File: config.mk
export PLATFORM = sky130hd
export DESIGN_NAME = ibus_frame_receiver_core_flat
export DESIGN_NICKNAME = d
export VERILOG_FILES = /design/src/hw/rtl/ibfr_pkg.sv /design/src/hw/rtl/ibfr_if.sv /design/src/hw/rtl/ibus_frame_receiver_core.sv /design/src/hw/rtl/ibfr_alu.sv /design/src/hw/rtl/ibfr_store.sv /design/src/hw/rtl/ibfr_ctrl.sv /design/src/flat_wrapper.sv
export SDC_FILE = /design/constraint.sdc
export NUM_CORES = 1
export LEC_CHECK = 0
export BUFFER_PORTS_ARGS = -buffer_cell sky130_fd_sc_hd__buf_2
export CAP_MARGIN = 20
export CORE_MARGIN = 3
export CORE_UTILIZATION = 30
export DETAILED_ROUTE_END_ITERATION = 10
export GPL_TIMING_DRIVEN = 0
export PLACE_DENSITY_LB_ADDON = 0.08
export SYNTH_ARGS = -nofsm -noshare
export SYNTH_HDL_FRONTEND = slang
export SYNTH_HIERARCHICAL = 1
export SYNTH_SLANG_ARGS = --single-unit
File: constraint.sdc
create_clock -name i_clk -period 6 [get_ports i_clk]
set_input_delay 0.3 -clock i_clk [delete_from_list [all_inputs] [get_ports i_clk]]
set_output_delay 0.3 -clock i_clk [all_outputs]
set_load 0.05 [all_outputs]
File: src/hw/rtl/ibfr_pkg.sv
// Package for the iBus frame receiver: header codes, widths, ALU op codes
// and the structs passed between the controller and the channel store.
// No dependencies.
package ibfr_pkg;

    // Field widths fixed by the frame format.
    localparam int BYTE_W   = 8;
    localparam int CH_IDX_W = 4;
    localparam int CH_VAL_W = 16;
    localparam int POS_W    = 5;
    localparam int SUM_W    = 13;

    // Header bytes and checksum base.
    localparam logic [BYTE_W-1:0]   HDR_LEN = 8'h20;
    localparam logic [BYTE_W-1:0]   HDR_CMD = 8'h40;
    localparam logic [CH_VAL_W-1:0] CK_BASE = 16'hFFFF;

    // Parse phase codes.
    localparam logic [1:0] PH_HUNT = 2'd0;
    localparam logic [1:0] PH_CMD  = 2'd1;
    localparam logic [1:0] PH_DATA = 2'd2;

    // Shared ALU operations.
    localparam logic ALU_ADD = 1'b0;
    localparam logic ALU_SUB = 1'b1;

    // Byte write into the channel store.
    typedef struct packed {
        logic                we;
        logic                hi;
        logic [CH_IDX_W-1:0] addr;
        logic [BYTE_W-1:0]   data;
    } t_store_wr;

    // Word read from the channel store.
    typedef struct packed {
        logic                en;
        logic [CH_IDX_W-1:0] addr;
    } t_store_rd;

endpackage

File: src/hw/rtl/ibfr_if.sv
// Handshake interfaces for the iBus frame receiver: the received byte
// channel and the decoded channel-value channel. Depends on ibfr_pkg.
interface ibfr_byte_if;
    import ibfr_pkg::*;
    logic              valid;
    logic              ready;
    logic [BYTE_W-1:0] rx_byte;
    modport source(output valid, output rx_byte, input ready);
    modport sink(input valid, input rx_byte, output ready);
endinterface

interface ibfr_chan_if;
    import ibfr_pkg::*;
    logic                valid;
    logic                ready;
    logic [CH_IDX_W-1:0] channel_index;
    logic [CH_VAL_W-1:0] channel_value;
    logic                last_channel;
    modport source(output valid, output channel_index, output channel_value,
                   output last_channel, input ready);
    modport sink(input valid, input channel_index, input channel_value,
                 input last_channel, output ready);
endinterface

File: src/hw/rtl/ibus_frame_receiver_core.sv
// iBus frame receiver: hunts for the 0x20 0x40 header, collects channel
// words, checks the frame checksum and emits the channel values.
// Each received byte is captured, then processed in a separate state; the input is not ready meanwhile.
// After the last checksum byte of a good frame, each channel is read from the store
// and then presented, one at a time, holding until the sink is ready; no bytes are taken meanwhile.
// Reset (synchronous, active low) returns to the header hunt; the store is not cleared.
module ibus_frame_receiver_core #(
    parameter int NUM_CHANNELS = 14,
    parameter int FRAME_BYTES  = 32
) (
    input  logic        i_clk,
    input  logic        i_rst_n,
    ibfr_byte_if.sink   i_rx,
    ibfr_chan_if.source o_ch
);
    import ibfr_pkg::*;

    logic                alu_op;
    logic [CH_VAL_W-1:0] alu_a;
    logic [CH_VAL_W-1:0] alu_b;
    logic [CH_VAL_W-1:0] alu_y;
    t_store_wr           st_wr;
    t_store_rd           st_rd;
    logic [CH_VAL_W-1:0] st_rd_data;

    // Sequencer.
    ibfr_ctrl #(
        .NUM_CHANNELS(NUM_CHANNELS),
        .FRAME_BYTES (FRAME_BYTES)
    ) u_ctrl (
        .i_clk      (i_clk),
        .i_rst_n    (i_rst_n),
        .i_in_valid (i_rx.valid),
        .o_in_ready (i_rx.ready),
        .i_in_byte  (i_rx.rx_byte),
        .o_out_valid(o_ch.valid),
        .i_out_ready(o_ch.ready),
        .o_out_index(o_ch.channel_index),
        .o_out_last (o_ch.last_channel),
        .o_alu_op   (alu_op),
        .o_alu_a    (alu_a),
        .o_alu_b    (alu_b),
        .i_alu_y    (alu_y),
        .o_wr       (st_wr),
        .o_rd       (st_rd)
    );

    // Shared add/subtract unit.
    ibfr_alu u_alu (
        .i_op(alu_op),
        .i_a (alu_a),
        .i_b (alu_b),
        .o_y (alu_y)
    );

    // Channel word store.
    ibfr_store #(
        .NUM_CHANNELS(NUM_CHANNELS)
    ) u_store (
        .i_clk    (i_clk),
        .i_wr     (st_wr),
        .i_rd     (st_rd),
        .o_rd_data(st_rd_data)
    );

    assign o_ch.channel_value = st_rd_data;
endmodule

File: src/hw/rtl/ibfr_alu.sv
// Shared 16-bit add/subtract unit used for the running sum and the
// checksum check. Depends on ibfr_pkg.
module ibfr_alu (
    input  logic                          i_op,
    input  logic [ibfr_pkg::CH_VAL_W-1:0] i_a,
    input  logic [ibfr_pkg::CH_VAL_W-1:0] i_b,
    output logic [ibfr_pkg::CH_VAL_W-1:0] o_y
);
    import ibfr_pkg::*;

    // One adder, with the second operand inverted for subtraction.
    always_comb begin
        case (i_op)
            ALU_ADD: o_y = i_a + i_b;
            ALU_SUB: o_y = i_a - i_b;
            default: o_y = i_a + i_b;
        endcase
    end
endmodule

File: src/hw/rtl/ibfr_store.sv
// Channel word store for the iBus frame receiver: byte-wide writes into
// 16-bit entries and a registered word read. Depends on ibfr_pkg.
module ibfr_store #(
    parameter int NUM_CHANNELS = 14
) (
    input  logic                          i_clk,
    input  ibfr_pkg::t_store_wr           i_wr,
    input  ibfr_pkg::t_store_rd           i_rd,
    output logic [ibfr_pkg::CH_VAL_W-1:0] o_rd_data
);
    import ibfr_pkg::*;

    localparam int AW = (NUM_CHANNELS > 1) ? $clog2(NUM_CHANNELS) : 1;

    logic [CH_VAL_W-1:0] r_mem [NUM_CHANNELS];
    logic [CH_VAL_W-1:0] r_rd_data;

    // Byte write into the low or high half of one entry.
    always_ff @(posedge i_clk) begin
        if (i_wr.we) begin
            if (i_wr.hi) begin
                r_mem[i_wr.addr[AW-1:0]][CH_VAL_W-1:BYTE_W] <= i_wr.data;
            end else begin
                r_mem[i_wr.addr[AW-1:0]][BYTE_W-1:0] <= i_wr.data;
            end
        end
    end

    // Registered read; the data holds until the next read.
    always_ff @(posedge i_clk) begin
        if (i_rd.en) begin
            r_rd_data <= r_mem[i_rd.addr[AW-1:0]];
        end
    end

    assign o_rd_data = r_rd_data;
endmodule

File: src/hw/rtl/ibfr_ctrl.sv
// Sequencer of the iBus frame receiver: header hunt, byte collection,
// checksum check through the shared ALU and channel emission.
// Depends on ibfr_pkg.
module ibfr_ctrl #(
    parameter int NUM_CHANNELS = 14,
    parameter int FRAME_BYTES  = 32
) (
    input  logic                          i_clk,
    input  logic                          i_rst_n,
    // Byte input handshake.
    input  logic                          i_in_valid,
    output logic                          o_in_ready,
    input  logic [ibfr_pkg::BYTE_W-1:0]   i_in_byte,
    // Channel output handshake.
    output logic                          o_out_valid,
    input  logic                          i_out_ready,
    output logic [ibfr_pkg::CH_IDX_W-1:0] o_out_index,
    output logic                          o_out_last,
    // Shared ALU.
    output logic                          o_alu_op,
    output logic [ibfr_pkg::CH_VAL_W-1:0] o_alu_a,
    output logic [ibfr_pkg::CH_VAL_W-1:0] o_alu_b,
    input  logic [ibfr_pkg::CH_VAL_W-1:0] i_alu_y,
    // Channel store.
    output ibfr_pkg::t_store_wr           o_wr,
    output ibfr_pkg::t_store_rd           o_rd
);
    import ibfr_pkg::*;

    localparam logic [1:0] S_IDLE = 2'd0;
    localparam logic [1:0] S_PROC = 2'd1;
    localparam logic [1:0] S_RD   = 2'd2;
    localparam logic [1:0] S_OUT  = 2'd3;

    localparam logic [POS_W-1:0]    P_CK_LO  = POS_W'(FRAME_BYTES - 2);
    localparam logic [POS_W-1:0]    N_CH     = POS_W'(NUM_CHANNELS);
    localparam logic [CH_IDX_W-1:0] LAST_IDX = CH_IDX_W'(NUM_CHANNELS - 1);

    logic [1:0]          r_state, n_state;
    logic [1:0]          r_phase, n_phase;
    logic [POS_W-1:0]    r_pos,   n_pos;
    logic [SUM_W-1:0]    r_sum,   n_sum;
    logic [BYTE_W-1:0]   r_ck_lo, n_ck_lo;
    logic [BYTE_W-1:0]   r_byte,  n_byte;
    logic [CH_IDX_W-1:0] r_cnt,   n_cnt;

    logic [POS_W-1:0]    data_off;
    logic [CH_IDX_W-1:0] data_ch;

    // Offset into the data bytes and the channel it belongs to.
    assign data_off = r_pos - POS_W'(2);
    assign data_ch  = data_off[POS_W-1:1];

    // Next-state and datapath control.
    always_comb begin
        n_state = r_state;
        n_phase = r_phase;
        n_pos   = r_pos;
        n_sum   = r_sum;
        n_ck_lo = r_ck_lo;
        n_byte  = r_byte;
        n_cnt   = r_cnt;
        o_alu_op = ALU_ADD;
        o_alu_a  = CH_VAL_W'(r_sum);
        o_alu_b  = CH_VAL_W'(r_byte);
        o_wr.we   = 1'b0;
        o_wr.hi   = data_off[0];
        o_wr.addr = data_ch;
        o_wr.data = r_byte;
        o_rd.en   = 1'b0;
        o_rd.addr = r_cnt;

        case (r_state)
            S_IDLE: begin
                if (i_in_valid) begin
                    n_byte  = i_in_byte;
                    n_state = S_PROC;
                end
            end
            S_PROC: begin
                n_state = S_IDLE;
                case (r_phase)
                    PH_CMD: begin
                        if (r_byte == HDR_CMD) begin
                            n_phase = PH_DATA;
                            n_pos   = POS_W'(2);
                            n_sum   = SUM_W'(HDR_LEN) + SUM_W'(HDR_CMD);
                        end else if (r_byte != HDR_LEN) begin
                            n_phase = PH_HUNT;
                        end
                    end
                    PH_DATA: begin
                        if (r_pos < P_CK_LO) begin
                            // Data byte: add into the sum and store if it maps to a channel.
                            n_sum = i_alu_y[SUM_W-1:0];
                            n_pos = r_pos + POS_W'(1);
                            if (r_pos >= POS_W'(2) && {1'b0, data_ch} < N_CH) begin
                                o_wr.we = 1'b1;
                            end
                        end else if (r_pos == P_CK_LO) begin
                            n_ck_lo = r_byte;
                            n_pos   = r_pos + POS_W'(1);
                        end else begin
                            // Checksum high byte: compare against base minus sum.
                            o_alu_op = ALU_SUB;
                            o_alu_a  = CK_BASE;
                            o_alu_b  = CH_VAL_W'(r_sum);
                            if (i_alu_y == {r_byte, r_ck_lo}) begin
                                n_cnt   = '0;
                                n_state = S_RD;
                            end
                            n_phase = PH_HUNT;
                            n_pos   = '0;
                        end
                    end
                    default: begin
                        // Hunt, and the unused phase code behaves as the hunt.
                        n_phase = (r_byte == HDR_LEN) ? PH_CMD : PH_HUNT;
                    end
                endcase
            end
            S_RD: begin
                o_rd.en = 1'b1;
                n_state = S_OUT;
            end
            S_OUT: begin
                if (i_out_ready) begin
                    if (r_cnt == LAST_IDX) begin
                        n_state = S_IDLE;
                    end else begin
                        n_cnt   = r_cnt + CH_IDX_W'(1);
                        n_state = S_RD;
                    end
                end
            end
            default: n_state = S_IDLE;
        endcase
    end

    // Control registers.
    always_ff @(posedge i_clk) begin
        if (!i_rst_n) begin
            r_state <= S_IDLE;
            r_phase <= PH_HUNT;
            r_pos   <= '0;
            r_sum   <= '0;
            r_ck_lo <= '0;
            r_cnt   <= '0;
        end else begin
            r_state <= n_state;
            r_phase <= n_phase;
            r_pos   <= n_pos;
            r_sum   <= n_sum;
            r_ck_lo <= n_ck_lo;
            r_cnt   <= n_cnt;
        end
    end

    // Captured input byte.
    always_ff @(posedge i_clk) begin
        r_byte <= n_byte;
    end

    assign o_in_ready  = (r_state == S_IDLE);
    assign o_out_valid = (r_state == S_OUT);
    assign o_out_index = r_cnt;
    assign o_out_last  = (r_cnt == LAST_IDX);
endmodule
File: src/flat_wrapper.sv
// flat-port wrapper written by rule: the top's interface ports become plain ports
module ibus_frame_receiver_core_flat import ibfr_pkg::*;
#(
    parameter int NUM_CHANNELS = 14,
    parameter int FRAME_BYTES  = 32
)
  (i_clk, i_rst_n, i_rx_valid, i_rx_rx_byte, i_rx_ready, o_ch_valid, o_ch_channel_index, o_ch_channel_value, o_ch_last_channel, o_ch_ready);
  ibfr_byte_if i_rx_i ();
  ibfr_chan_if o_ch_i ();
  input  logic i_clk;
  input  logic i_rst_n;
  input wire logic [$bits(i_rx_i.valid)-1:0] i_rx_valid;
  input wire logic [$bits(i_rx_i.rx_byte)-1:0] i_rx_rx_byte;
  output wire logic [$bits(i_rx_i.ready)-1:0] i_rx_ready;
  output wire logic [$bits(o_ch_i.valid)-1:0] o_ch_valid;
  output wire logic [$bits(o_ch_i.channel_index)-1:0] o_ch_channel_index;
  output wire logic [$bits(o_ch_i.channel_value)-1:0] o_ch_channel_value;
  output wire logic [$bits(o_ch_i.last_channel)-1:0] o_ch_last_channel;
  input wire logic [$bits(o_ch_i.ready)-1:0] o_ch_ready;
  assign i_rx_i.valid = i_rx_valid;
  assign i_rx_i.rx_byte = i_rx_rx_byte;
  assign i_rx_ready = i_rx_i.ready;
  assign o_ch_valid = o_ch_i.valid;
  assign o_ch_channel_index = o_ch_i.channel_index;
  assign o_ch_channel_value = o_ch_i.channel_value;
  assign o_ch_last_channel = o_ch_i.last_channel;
  assign o_ch_i.ready = o_ch_ready;
  ibus_frame_receiver_core #(.NUM_CHANNELS(NUM_CHANNELS), .FRAME_BYTES(FRAME_BYTES)) u_core (.i_clk(i_clk), .i_rst_n(i_rst_n), .i_rx(i_rx_i), .o_ch(o_ch_i));
endmodule
# Word-level counts from Yosys, hierarchy flattened
# Memory sizes are Yosys's and may differ from the RTL's. A register that Yosys moved wholly into a read port is not among the register bits.
# Index checks and enable logic that the tools add are counted.
[word_totals]
register_bits = 42
mem_bits_rw = 224
output_inout_bits = 23
elab_cells = 104
n_memories = 1
[memory_table]
columns = ["name", "depth", "word_bits", "rd", "rd_ports_with_merged_regs", "wr", "line_no", "rtl"]
rows = [
  ["u_core.u_store.r_mem", 14, 16, 1, 1, 1, "ibfr_store.sv:15", "logic [CH_VAL_W-1:0] r_mem [NUM_CHANNELS];"],
]
[classes]
add_sub_neg = 5
magnitude_cmp = 3
n_eq_ne = 23
n_mux = 52
bitwise_logic = 2
n_reduce_logical = 11
[op_table]
columns = ["cell", "n"]
rows = [
  ["13-bit two-way mux", 6],
  ["16-bit two-way mux", 4],
  ["16-bit case mux with 2 select lines", 1],
  ["13-bit case mux with 2 select lines", 1],
  ["4-bit two-way mux", 6],
  ["2-bit two-way mux", 11],
  ["2-bit != test (second input constant)", 10],
  ["16-bit by 13-bit adder with 16-bit output", 1],
  ["16-bit equality test", 1],
  ["1-bit two-way mux", 16],
  ["16-bit subtractor", 1],
  ["5-bit two-way mux", 3],
  ["4-bit AND reduction", 3],
  ["5-bit case mux with 2 select lines", 1],
  ["8-bit by 6-bit equality test with 1-bit output (second input constant)", 1],
  ["8-bit by 7-bit equality test with 1-bit output (second input constant)", 1],
  ["8-bit by 6-bit != test with 1-bit output (second input constant)", 1],
  ["2-bit case mux with 4 select lines", 1],
  ["4-bit case mux with 2 select lines", 1],
  ["7-bit AND reduction", 1],
  ["2-bit equality test (second input constant)", 3],
  ["5-bit by 1-bit adder with 5-bit output (second input constant)", 1],
  ["5-bit equality test (second input constant)", 1],
  ["5-bit by 2-bit >= comparator with 1-bit output (second input constant)", 1],
  ["15 further kinds", 19],
]

# Depth between registers and ports, before layout
# Gate-level depths: netlist of run 1.
[logic_depth]
depth_word = 13
depth_mapped = 23

# By module
# The synthesis of run 1 kept the hierarchy.
[modules_own_cells]
columns = ["module", "instances", "cells_per_inst", "area_each_um2"]
rows = [
  ["ibfr_store", 1, 423, 9230.1],
  ["ibfr_ctrl", 1, 256, 2487.4],
  ["ibfr_alu", 1, 136, 989.7],
]

# Worst setup path before layout of run 1
# OpenSTA, ideal clock, no wires.
[synth_timing]
path_type = "register to register"
start = "reg u_core.u_ctrl.r_pos[1]"
end = "reg u_core.u_ctrl.r_cnt[3] (netlist: u_core/u_ctrl/o_out_index[3])"
arrival_time_ps = 4545
path_slack_ps = 1312
stages_incl_launch_ff = 21
n_path_buf = 0
cell_sequence = "dfxtp_1 ha_1 nand3_1 a21oi_2 nand2_2 inv_2 mux2_2 or4_1 nor3_1 nor2_1 xnor2_1 ha_1 nand2_1 o22a_2 or3_1 a31oi_1 xnor2_1 xnor2_1 nand4_1 nor3_1 a211oi_1"
[synth_via]
elab_chain_cells = 10
[synth_lines]
columns = ["item", "line_no", "rtl"]
rows = [
  ["start, declared", "ibfr_ctrl.sv:41", "logic [POS_W-1:0] r_pos, n_pos;"],
  ["start signal, assigned", "ibfr_ctrl.sv:152", "r_pos <= n_pos;"],
  ["branches (longest 2 deep; another with 5-bit less-than comparator)", "-", ""],
  ["1-bit two-way mux (*)", "ibfr_ctrl.sv:93", "if (r_pos < P_CK_LO) begin"],
  ["1-bit two-way mux (*)", "ibfr_ctrl.sv:82", "case (r_phase)"],
  ["1-bit two-way mux (*)", "ibfr_ctrl.sv:73", "case (r_state)"],
  ["named net u_core.alu_op", "ibus_frame_receiver_core.sv:18", "logic alu_op;"],
  ["1-bit inverter", "ibfr_alu.sv:13", "case (i_op)"],
  ["16-bit case mux with 2 select lines (*)", "ibfr_alu.sv:13", ""],
  ["named net u_core.alu_y[12]", "ibus_frame_receiver_core.sv:21", "logic [CH_VAL_W-1:0] alu_y;"],
  ["16-bit equality test (*)", "ibfr_ctrl.sv:108", "if (i_alu_y == {r_byte, r_ck_lo}) begin"],
  ["2-bit != test (no source line) (*)", "-", ""],
  ["7-bit AND reduction (no source line) (*)", "-", ""],
  ["end signal, assigned", "ibfr_ctrl.sv:155", "r_cnt <= n_cnt;"],
  ["end, declared", "ibfr_ctrl.sv:45", "logic [CH_IDX_W-1:0] r_cnt, n_cnt;"],
]
# Mark *: on every way through the listed nets, which the timed path passes.
# A chain may end at the register's enable or synchronous reset.

# Worst setup path after layout of run 1
[layout_timing]
start = "reg u_core.u_ctrl.r_pos[1]"
end = "reg u_core.u_ctrl.r_cnt[0] (netlist: u_core/u_ctrl/o_out_index[0])"
# Same word-level chain as after synthesis.

==> results of run 1 <==
[worst paths after layout]
check	to	slack, ps	cells after the start
setup / recovery	u_core/u_ctrl/o_out_index[0]	470	21
hold / removal	u_core/u_ctrl/r_state[0]	50	3
setup reg to reg	u_core/u_ctrl/o_out_index[0]	470	21
hold reg to reg	u_core/u_ctrl/r_phase[0]	490	2
[repair_timing]
item,4_1_cts,5_1_grt
resized for setup,2,6
setup buffers,0,1
pin swaps,0,1
hold endpoints to repair,8,0
hold buffers,8,0
endpoints found under the setup margin,5,5
gates cloned,0,0
[through the flow]
step / hold slack, ps / utilization, % / cell area [um^2]
after floorplan: 398.9 / - / 12710
after detailed placement: 477.1 / 33.47 / 13820
final: 45.91 / 36.01 / 14870
after CTS: 14.97 / 35.92 / 14830
after global routing: 34.98 / 36.00 / 14870
after global placement: 474.1 / 32.80 / 13550
[logic make-up (layout without fill, tap and decap cells)]
| kind of cell | Yosys count | after routing | synth area share [%] |
|---|---|---|---|
| xor gates and xnor gates | 47 | 47 | 3.240 |
| buffers and inverters | 67 | 171 | 3.082 |
| AOI/OAI and AO/OA | 113 | 113 | 6.331 |
| DFF | 282 | 282 | 63.96 |
| other | 1 | 4 | 0.02951 |
| and+or+nand+nor | 178 | 178 | 7.572 |
| adders and majority gates | 26 | 26 | 2.619 |
| muxes | 101 | 101 | 13.16 |
[cell usage in the layout (no fill, tap or decap), drive strengths merged, types with 11 or more instances in the layout]
cell type	count
a22o	11
o22ai	18
nand3	14
xnor2	39
mux2	25
ha	25
mux2i	28
clkinv	11
mux4	48
edfxtp	248
nand2b	27
dfxtp	34
buf	75
clkbuf	52
inv	19
nor2	48
nand4	12
a21oi	39
nor3	14
nand2	22
[synth_stat cells, drive strengths merged, types with 8 or more instances]
master	number	share of area, %
a21oi	39	1.6
a22o	11	0.86
and3	9	0.44
buf	32	1.8
clkbuf	15	0.62
dfxtp	34	5.4
edfxtp	248	59
ha	25	2.5
inv	18	0.53
mux2	25	2.2
mux2i	28	2.2
mux4	48	8.7
nand2	22	0.67
nand2b	27	1.3
nand3	14	0.55
nand4	12	0.59
nor2	48	1.4
nor3	14	0.55
o22ai	18	0.89
xnor2	39	2.7
xor2	8	0.55
[metal layers]
layer | vias up | track usage [%] | part of all wire (%)
met2 | 134 | 22.56 | 45
li1 | 3360 | - | -
met5 | - | 0 | 0
met1 | 3721 | 21.16 | 49
met3 | 35 | 2.386 | 3.7
met4 | 0 | 2.771 | 1.7
[power breakdown]
group / total, uW / leakage [uW] / internal [uW] / switching, uW
sequential: 2160 / 0.00251 / 2140 / 21.9
combinational: 255 / 0.00208 / 122 / 133
clock: 1750 / 0.000434 / 1000 / 750
total: 4160 / 0.00502 / 3260 / 905
[worst max-delay path: cells and delay by family, from the launching register on]
| family | cells | cell delay [ps] |
|---|---|---|
| AND/OR/NAND/NOR | 8 | 2030 |
| flip-flops | 1 | 470 |
| multiplexers | 1 | 390 |
| buffers and inverters | 1 | 180 |
| adder cells (fa/ha/maj) | 2 | 600 |
| AO/OA/AOI/OAI | 6 | 1160 |
| XOR/XNOR | 3 | 560 |
[cell type report]
| class | count | area share (%) |
|---|---|---|
| repair buffers | 51 | 3.281 |
| clock buffers | 37 | 5.225 |
| inverters | 19 | 0.4964 |
| flip-flops and latches | 282 | 54.66 |
| well taps | 532 | 4.476 |
| diodes | 1 | 0.01683 |
| clock inverters | 16 | 0.9424 |
| plain buffers | 48 | 2.154 |
| multi-input cells | 468 | 28.75 |
[flip-flops by register name (all words and copies together), names as in the netlist]
signal                     flops
u_core/u_ctrl/o_out_index      4
u_core/u_store/r_mem         224
u_core/u_ctrl/r_state          2
u_core/u_ctrl/r_phase          2
u_core/u_ctrl/r_sum           13
u_core/u_ctrl/r_pos            5
u_core/u_store/o_rd_data      16
u_core/u_ctrl/r_ck_lo          8
u_core/u_ctrl/r_byte           8
==> flow_metrics.env, run 1 <==
export IMPL_status="completed"
export IMPL_fin_cells=1454
export IMPL_finalPower_uw=4165
export IMPL_ff_latch_area_um2=8128
export IMPL_grt_ovfl_total=0
export IMPL_drive_gt1_share_pct=24.21
export IMPL_fill_cells=3956
export IMPL_critPathLaunch="u_core/u_ctrl/r_pos[1]"
export IMPL_leakage_uw=0.005024
export IMPL_start_util_pct=30.77
export IMPL_fin_tns_setup_ps=0
export IMPL_endpoint_kind="register"
export IMPL_maxSlewHeadroom_pct=33.03
export IMPL_dieHeight_um=211.8
export IMPL_clockBufferDepth=3
export IMPL_ant_nets=0
export IMPL_drt_initial_drc_count=378
export IMPL_netlist_instances=815
export IMPL_cpMostUsedCell="xnor2_1"
export IMPL_cap_viol_max_count=0
export IMPL_max_stage_delay_ps=580
export IMPL_yosysWarnings=6
export IMPL_setup_violations_final=0
export IMPL_dp_hpwl_mm=22.25
export IMPL_async_reset_ff_share_pct=0
export IMPL_routed_wl_mm=31.92
export IMPL_gp_congestion=0.7258
export IMPL_numCtsBuffers=30
export IMPL_powerDensity_nw_per_um2=280.1
export IMPL_die_x_um=211.8
export IMPL_synth_top_flop_cell="edfxtp_1"
export IMPL_tightest_slew_ps=1001
export IMPL_yosys_register_bits=282
export IMPL_drc=0
export IMPL_netlist_area_um2=12710
export IMPL_place_inst=1391
export IMPL_avgSynthCellArea_um2=15.59
export IMPL_vdd_drop_max_mv=0.1973
export IMPL_synth_edf_count=248
export IMPL_critPathRequiredTime_ps=6420
export IMPL_antenna_found_initial=0
export IMPL_synth_seq_area_share_pct=63.96
export IMPL_crit_type="register to register"
export IMPL_die_area_um2=44860
export IMPL_period_share_pct=92.24
export IMPL_avgViaCountPerCell=4.986
export IMPL_ys_types=78
export IMPL_fin_ws_ps=465.8
export IMPL_hold_class="input pin to register"
export IMPL_skew_ps=17.32
export IMPL_clk_latency_ps=570
export IMPL_max_freq_mhz=180.7
export IMPL_wire_per_inst_um=21.95
export IMPL_routed_via_count=7250
export IMPL_fin_nets=938
export IMPL_clkTransAtPathRegs_ps=60
export IMPL_row_count=74
export IMPL_ios=35
export IMPL_h_tree_depth=1
export IMPL_cts_tree="done"
export IMPL_path_max_fanout=12
export IMPL_grt_pass1_wl_mm=47.87
export IMPL_crit_slowest_cell="or4_1"
export IMPL_r2r_start="u_core/u_ctrl/r_pos[1]"
export IMPL_grt_max_degree=25
export IMPL_crit_chain="ha_1 > nand3_1 > a21oi_4 > nand2_4 > inv_4 > mux2_2 > or4_1 > nor3_1 > a21oi_1 > xnor2_1 > ha_1 > nand2_1 > nor2_1 > a21oi_1 > o31ai_4 > o22ai_1 > xnor2_1 > xnor2_1 > nand3_1 > nor3_4 > o311ai_0"
export IMPL_cts_root_buf="clkbuf_16"
export IMPL_holdCritStartpoint="i_rx_valid"
export IMPL_finalMaxSlewViolations=0
export IMPL_start_kind="register"
export IMPL_drtPass1Iterations=5
export IMPL_layout_min_cycle_time_ps=5534
export IMPL_grt_use_total_pct=14.35
export IMPL_io_buffers=33
export IMPL_cp_arrival_ps=5960
export IMPL_multi_input_area_um2=4275
export IMPL_hold_viol_final=0
export IMPL_place_ws_ps=-202.6
export IMPL_grt_pass1_vias=7417
export IMPL_syn_to_final_growth_pct=17.02
export IMPL_rsz0062_at_grt="no"
export IMPL_core_area_um2=41290
export IMPL_numClockSinks=282
Power figures use the tool's default switching activity.
==> inputs of run 2 (changes only) <==
--- a/config.mk
+++ b/config.mk
@@ -5,6 +5,7 @@
 export SDC_FILE = /design/constraint.sdc
 export NUM_CORES = 1
 export LEC_CHECK = 0
+export ABC_AREA = 1
 export BUFFER_PORTS_ARGS = -buffer_cell sky130_fd_sc_hd__buf_2
 export CAP_MARGIN = 20
 export CORE_MARGIN = 3
==> flow_metrics.env, run 2 <==
export IMPL_ys_types=45
export IMPL_endpoint_kind="register"
export IMPL_diodes=0
export IMPL_clkTransAtPathRegs_ps=60
export IMPL_skew_ps=21.50
export IMPL_leakage_uw=0.006892
export IMPL_clk_latency_ps=530
export IMPL_largest_reg_flops=224
export IMPL_numCtsBuffers=35
export IMPL_grt_max_degree=25
export IMPL_synth_seq_area_share_pct=58.13
export IMPL_gp_congestion=0.8100
export IMPL_drtPass1Iterations=5
export IMPL_hold_viol_final=0
export IMPL_numClockSinks=282
export IMPL_finalMaxSlewViolations=0
export IMPL_yosysMostFrequentCell="nand2_1"
export IMPL_start_kind="register"
export IMPL_fin_ws_ps=710.0
export IMPL_start_util_pct=30.61
export IMPL_yosysWarnings=6
export IMPL_hold_worst_slack_ps=66.99
export IMPL_vdd_drop_max_mv=0.1989
export IMPL_grt_pass1_wl_mm=63.20
export IMPL_avgViaCountPerCell=4.602
export IMPL_avgSynthCellArea_um2=9.008
export IMPL_most_common_layout_cells="nand2_1 (516), edfxtp_1 (248), inv_1 (201)"
export IMPL_dieHeight_um=221.9
export IMPL_grt_ovfl_total=0
export IMPL_status="completed"
export IMPL_synth_top_area_share_pct=53.27
export IMPL_stdcell_area_um2=16340
export IMPL_synth_top_flop_cell="edfxtp_1"
export IMPL_hold_class="input pin to register"
export IMPL_ios=35
export IMPL_cap_viol_max_count=0
export IMPL_place_ws_ps=369.7
export IMPL_layout_min_cycle_time_ps=5290
export IMPL_place_inst=2198
export IMPL_clockBufferDepth=3
export IMPL_row_count=78
export IMPL_fin_cells=2270
export IMPL_netlist_instances=1552
export IMPL_critPathRequiredTime_ps=6380
export IMPL_rsz0062_at_grt="no"
export IMPL_synthTopCellsByArea="edfxtp_1 (53%), nand2_1 (14%), nand3_1 (6.2%), inv_1 (5.4%), dfxtp_1 (4.9%)"
export IMPL_yosys_register_bits=282
export IMPL_grt_use_total_pct=16.87
export IMPL_grt_pass1_vias=10190
export IMPL_powerDensity_nw_per_um2=270.3
export IMPL_max_freq_mhz=189.0
export IMPL_yosys_area_top_type="edfxtp_1"
export IMPL_cts_root_buf="clkbuf_16"
export IMPL_h_tree_depth=2
export IMPL_fin_nets=1682
export IMPL_routed_wl_mm=41.85
export IMPL_drt_initial_drc_count=776
export IMPL_path_max_fanout=10
export IMPL_core_area_um2=45670
export IMPL_cpMostUsedCell="nand2_1"
export IMPL_wire_per_inst_um=18.44
export IMPL_fill_cells=4757
export IMPL_tightest_slew_ps=1120
export IMPL_maxSlewHeadroom_pct=25.08
export IMPL_final_common_cell="nand2_1"
export IMPL_drc=0
export IMPL_netlist_area_um2=13980
export IMPL_io_buffers=34
export IMPL_max_stage_delay_ps=570
export IMPL_cts_tree="done"
export IMPL_period_share_pct=88.17
export IMPL_async_reset_ff_share_pct=0
export IMPL_cp_arrival_ps=5670
export IMPL_dp_hpwl_mm=30.16
export IMPL_fin_tns_setup_ps=0
export IMPL_antenna_found_initial=0
export IMPL_die_x_um=221.9
export IMPL_die_area_um2=49230
export IMPL_syn_to_final_growth_pct=16.89
export IMPL_setup_violations_final=0
export IMPL_drive_gt1_share_pct=10.96
export IMPL_ant_nets=0
export IMPL_synth_common_cells="nand2_1 (516), edfxtp_1 (248), inv_1 (201)"
export IMPL_crit_type="register to register"
export IMPL_placed_cell_area_um2=15170
export IMPL_crit_slowest_cell="o21ai_0"
export IMPL_synth_edf_count=248
export IMPL_routed_via_count=10447
==> run 2: timing repair <==
item | 4_1_cts | 5_1_grt
endpoints found under the hold margin | 8 | 0
hold buffers | 8 | 0
setup endpoints to repair | 0 | 4
gates resized for setup | 0 | 2
buffers inserted | 0 | 0
==> run 2: path summary, 6_finish.rpt <==
kind	from	endpoint	slack [ps]	cells after the start
max	u_core/u_ctrl/r_pos[0]	u_core/u_ctrl/o_out_index[0]	710	31
min	o_ch_ready	u_core/u_ctrl/r_state[0]	70	4
max reg2reg	u_core/u_ctrl/r_pos[0]	u_core/u_ctrl/o_out_index[0]	710	31
min reg2reg	u_core/u_ctrl/r_sum[0]	u_core/u_ctrl/r_sum[0]	460	2
==> run 2: power by group <==
part | leakage, uW | internal, uW | switching [uW] | total, uW
logic | 0.00386 | 82.5 | 161 | 243
clock network | 0.000527 | 1190 | 821 | 2010
registers | 0.00251 | 2140 | 22.8 | 2160
total | 0.00689 | 3410 | 1000 | 4420
==> run 2: cells by family (layout without fill, tap and decap cells) <==
group / Yosys count / in the layout / share of synthesized area (%)
simple gates: 813 / 813 / 24.45
buf+inv: 283 / 399 / 8.672
flops: 282 / 282 / 58.13
compound gates: 118 / 118 / 4.519
xor+xnor: 29 / 29 / 1.817
fa+ha+maj: 26 / 26 / 2.381
other cells: 1 / 3 / 0.02682
==> run 2: area by class of cell <==
class                   count  area (um^2)  share of cell area [%]
flip-flops and latches    282         8128                   49.74
inverters                 213        799.5                   4.892
plain buffers              70        412.9                   2.527
clock buffers              46        938.4                   5.742
repair buffers             53        518.0                   3.170
multi-input cells         989         4654                   28.48
clock inverters            17        140.1                  0.8575
well taps                 600        750.7                   4.594
==> run 2: worst max-delay path, delay by kind of cell (launching register included) <==
family	cells	cell delay, ps
adders and majority gates	2	610
AOI/OAI and AO/OA	5	1230
xor gates and xnor gates	2	290
DFF	1	490
buffers and inverters	5	630
and+or+nand+nor	17	1860
==> run 2: per-stage QoR <==
stage / total power, uW / utilization [%]
after floorplan: 2335 / -
after global placement: 2427 / 32.64
after detailed placement: 2447 / 33.22
after CTS: 4485 / 35.76
after global routing: 4586 / 35.78
final: 4417 / 35.78
==> run 2: metal layers <==
layer	vias to the layer above	global-route usage, %	share of wire, %
met5	-	0	0
met4	0	4.479	1.9
met3	56	2.569	4.7
met2	228	26.50	45
met1	4950	24.37	49
li1	5213	-	-
==> inputs of run 3 (changes only) <==
--- a/config.mk
+++ b/config.mk
@@ -8,6 +8,8 @@
 export ABC_AREA = 1
 export BUFFER_PORTS_ARGS = -buffer_cell sky130_fd_sc_hd__buf_2
 export CAP_MARGIN = 20
+export CELL_PAD_IN_SITES_DETAIL_PLACEMENT = 1
+export CELL_PAD_IN_SITES_GLOBAL_PLACEMENT = 1
 export CORE_MARGIN = 3
 export CORE_UTILIZATION = 30
 export DETAILED_ROUTE_END_ITERATION = 10
==> flow_metrics.env, run 3 (synthesized netlist as in run 2, its figures left out) <==
export IMPL_leakage_uw=0.006923
export IMPL_ios=35
export IMPL_grt_max_degree=20
export IMPL_grt_use_total_pct=18.24
export IMPL_ant_nets=0
export IMPL_path_max_fanout=10
export IMPL_fin_nets=1687
export IMPL_h_tree_depth=2
export IMPL_drt_initial_drc_count=571
export IMPL_powerDensity_nw_per_um2=269.8
export IMPL_layout_min_cycle_time_ps=5415
export IMPL_clkTransAtPathRegs_ps=50
export IMPL_dieHeight_um=221.9
export IMPL_skew_ps=17.85
export IMPL_row_count=78
export IMPL_pwr_share_seq_pct=48.8
export IMPL_grt_pass1_vias=10909
export IMPL_internal_power_uw=3407
export IMPL_place_inst=2202
export IMPL_fin_cells=2275
export IMPL_final_common_cell="nand2_1"
export IMPL_rsz0062_at_grt="no"
export IMPL_routed_via_count=10592
export IMPL_diodes=0
export IMPL_finalMaxSlewViolations=0
export IMPL_wire_per_inst_um=19.86
export IMPL_p_comb_share_pct=6.0
export IMPL_stdcell_area_um2=16420
export IMPL_endpoint_kind="register"
export IMPL_placed_cell_area_um2=15250
export IMPL_crit_type="register to register"
export IMPL_hold_viol_final=0
export IMPL_holdCritStartpoint="i_rst_n"
export IMPL_critPathLaunch="u_core/u_ctrl/r_pos[0]"
export IMPL_cpMostUsedCell="nand2_1"
export IMPL_path_delay_family="simple AND/OR/NAND/NOR gates"
export IMPL_hold_class="input pin to register"
export IMPL_period_share_pct=90.25
export IMPL_core_area_um2=45670
export IMPL_largest_reg_flops=224
export IMPL_avgViaCountPerCell=4.656
export IMPL_io_buffers=34
export IMPL_drtPass1Iterations=5
export IMPL_gp_congestion=0.7856
export IMPL_cap_viol_max_count=0
export IMPL_die_x_um=221.9
export IMPL_vdd_drop_max_mv=0.1454
export IMPL_p_sw_uw=1024
export IMPL_routed_wl_mm=45.18
export IMPL_cp_arrival_ps=5780
export IMPL_start_kind="register"
export IMPL_setup_violations_final=0
export IMPL_dp_hpwl_mm=33.62
export IMPL_start_util_pct=30.61
export IMPL_cts_tree="done"
export IMPL_tightest_slew_ps=1075
export IMPL_switching_share_pct=23.12
export IMPL_grt_ovfl_total=0
export IMPL_most_common_layout_cells="nand2_1 (516), edfxtp_1 (248), inv_1 (201)"
export IMPL_drc=0
export IMPL_max_freq_mhz=184.7
export IMPL_hold_worst_slack_ps=71.96
export IMPL_clockBufferDepth=3
export IMPL_numCtsBuffers=36
export IMPL_drive_gt1_share_pct=11.28
export IMPL_syn_to_final_growth_pct=17.48
export IMPL_fill_cells=5291
export IMPL_numClockSinks=282
export IMPL_critPathRequiredTime_ps=6370
export IMPL_grt_pass1_wl_mm=67.97
export IMPL_critPathBufInv=4
export IMPL_max_stage_delay_ps=480
export IMPL_cts_root_buf="clkbuf_16"
export IMPL_cts_setup_buffers=0
export IMPL_clk_latency_ps=530
export IMPL_clkPwrFrac_pct=45.3
export IMPL_status="completed"
export IMPL_antenna_found_initial=0
export IMPL_maxSlewHeadroom_pct=28.09
export IMPL_die_area_um2=49230
export IMPL_r2r_start="u_core/u_ctrl/r_pos[0]"
export IMPL_crit_slowest_cell="dfxtp_1"
export IMPL_fin_tns_setup_ps=0
-- run 3: area by class of cell --
| cell class | count | area (um^2) | area share, % |
|---|---|---|---|
| Timing Repair Buffer | 57 | 590.6 | 3.596 |
| Inverter | 213 | 799.5 | 4.868 |
| Multi-Input combinational cell | 989 | 4662 | 28.38 |
| Buffer | 70 | 412.9 | 2.514 |
| Clock inverter | 16 | 113.9 | 0.6932 |
| Clock buffer | 48 | 967.2 | 5.889 |
| Sequential cell | 282 | 8128 | 49.49 |
| Tap cell | 600 | 750.7 | 4.571 |
-- run 3: power by group through the flow --
stage / combinational [uW] / sequential, uW / clock (uW)
global placement: 205 / 2230 / 0
global route: 294 / 2160 / 2160
finish: 265 / 2160 / 2010
floorplan: 134 / 2200 / 0
CTS: 269 / 2160 / 2070
detailed placement: 264 / 2200 / 0
-- run 3: path summary, 6_finish.rpt --
path	to	slack, ps	cells after the start
worst max register to register	u_core/u_ctrl/o_out_index[3]	580	33
worst max-delay path	u_core/u_ctrl/o_out_index[3]	580	33
worst min-delay path	u_core/u_ctrl/r_ck_lo[5]	70	3
worst min register to register	u_core/u_ctrl/r_sum[0]	470	2
-- run 3: routing by layer --
metal,track usage [%],up-vias,wire [um]
li1,-,5212,-
met1,24.40,5191,21050
met2,31.67,134,22140
met3,2.277,55,1173
met4,4.169,0,818
met5,0,-,0
-- run 3: repair_timing --
action,4_1_cts,5_1_grt
endpoints found under the setup margin,0,4
endpoints found under the hold margin,8,0
hold buffers,8,0
resized for setup,0,4
-- run 3: worst min-delay path, stage by stage --
cell and delay (ps):
buf_2 130, o21ai_0 80, a21oi_1 40
-- run 3: through the flow --
step / setup slack (ps) / utilization (%) / power, uW
2_1_floorplan: 1716 / - / 2335
3_3_place_gp: 289.8 / 32.64 / 2439
3_5_place_dp: 309.8 / 33.38 / 2466
4_1_cts: 261.2 / 35.92 / 4503
5_1_grt: 0.06395 / 35.96 / 4610
6_report: 584.8 / 35.96 / 4431
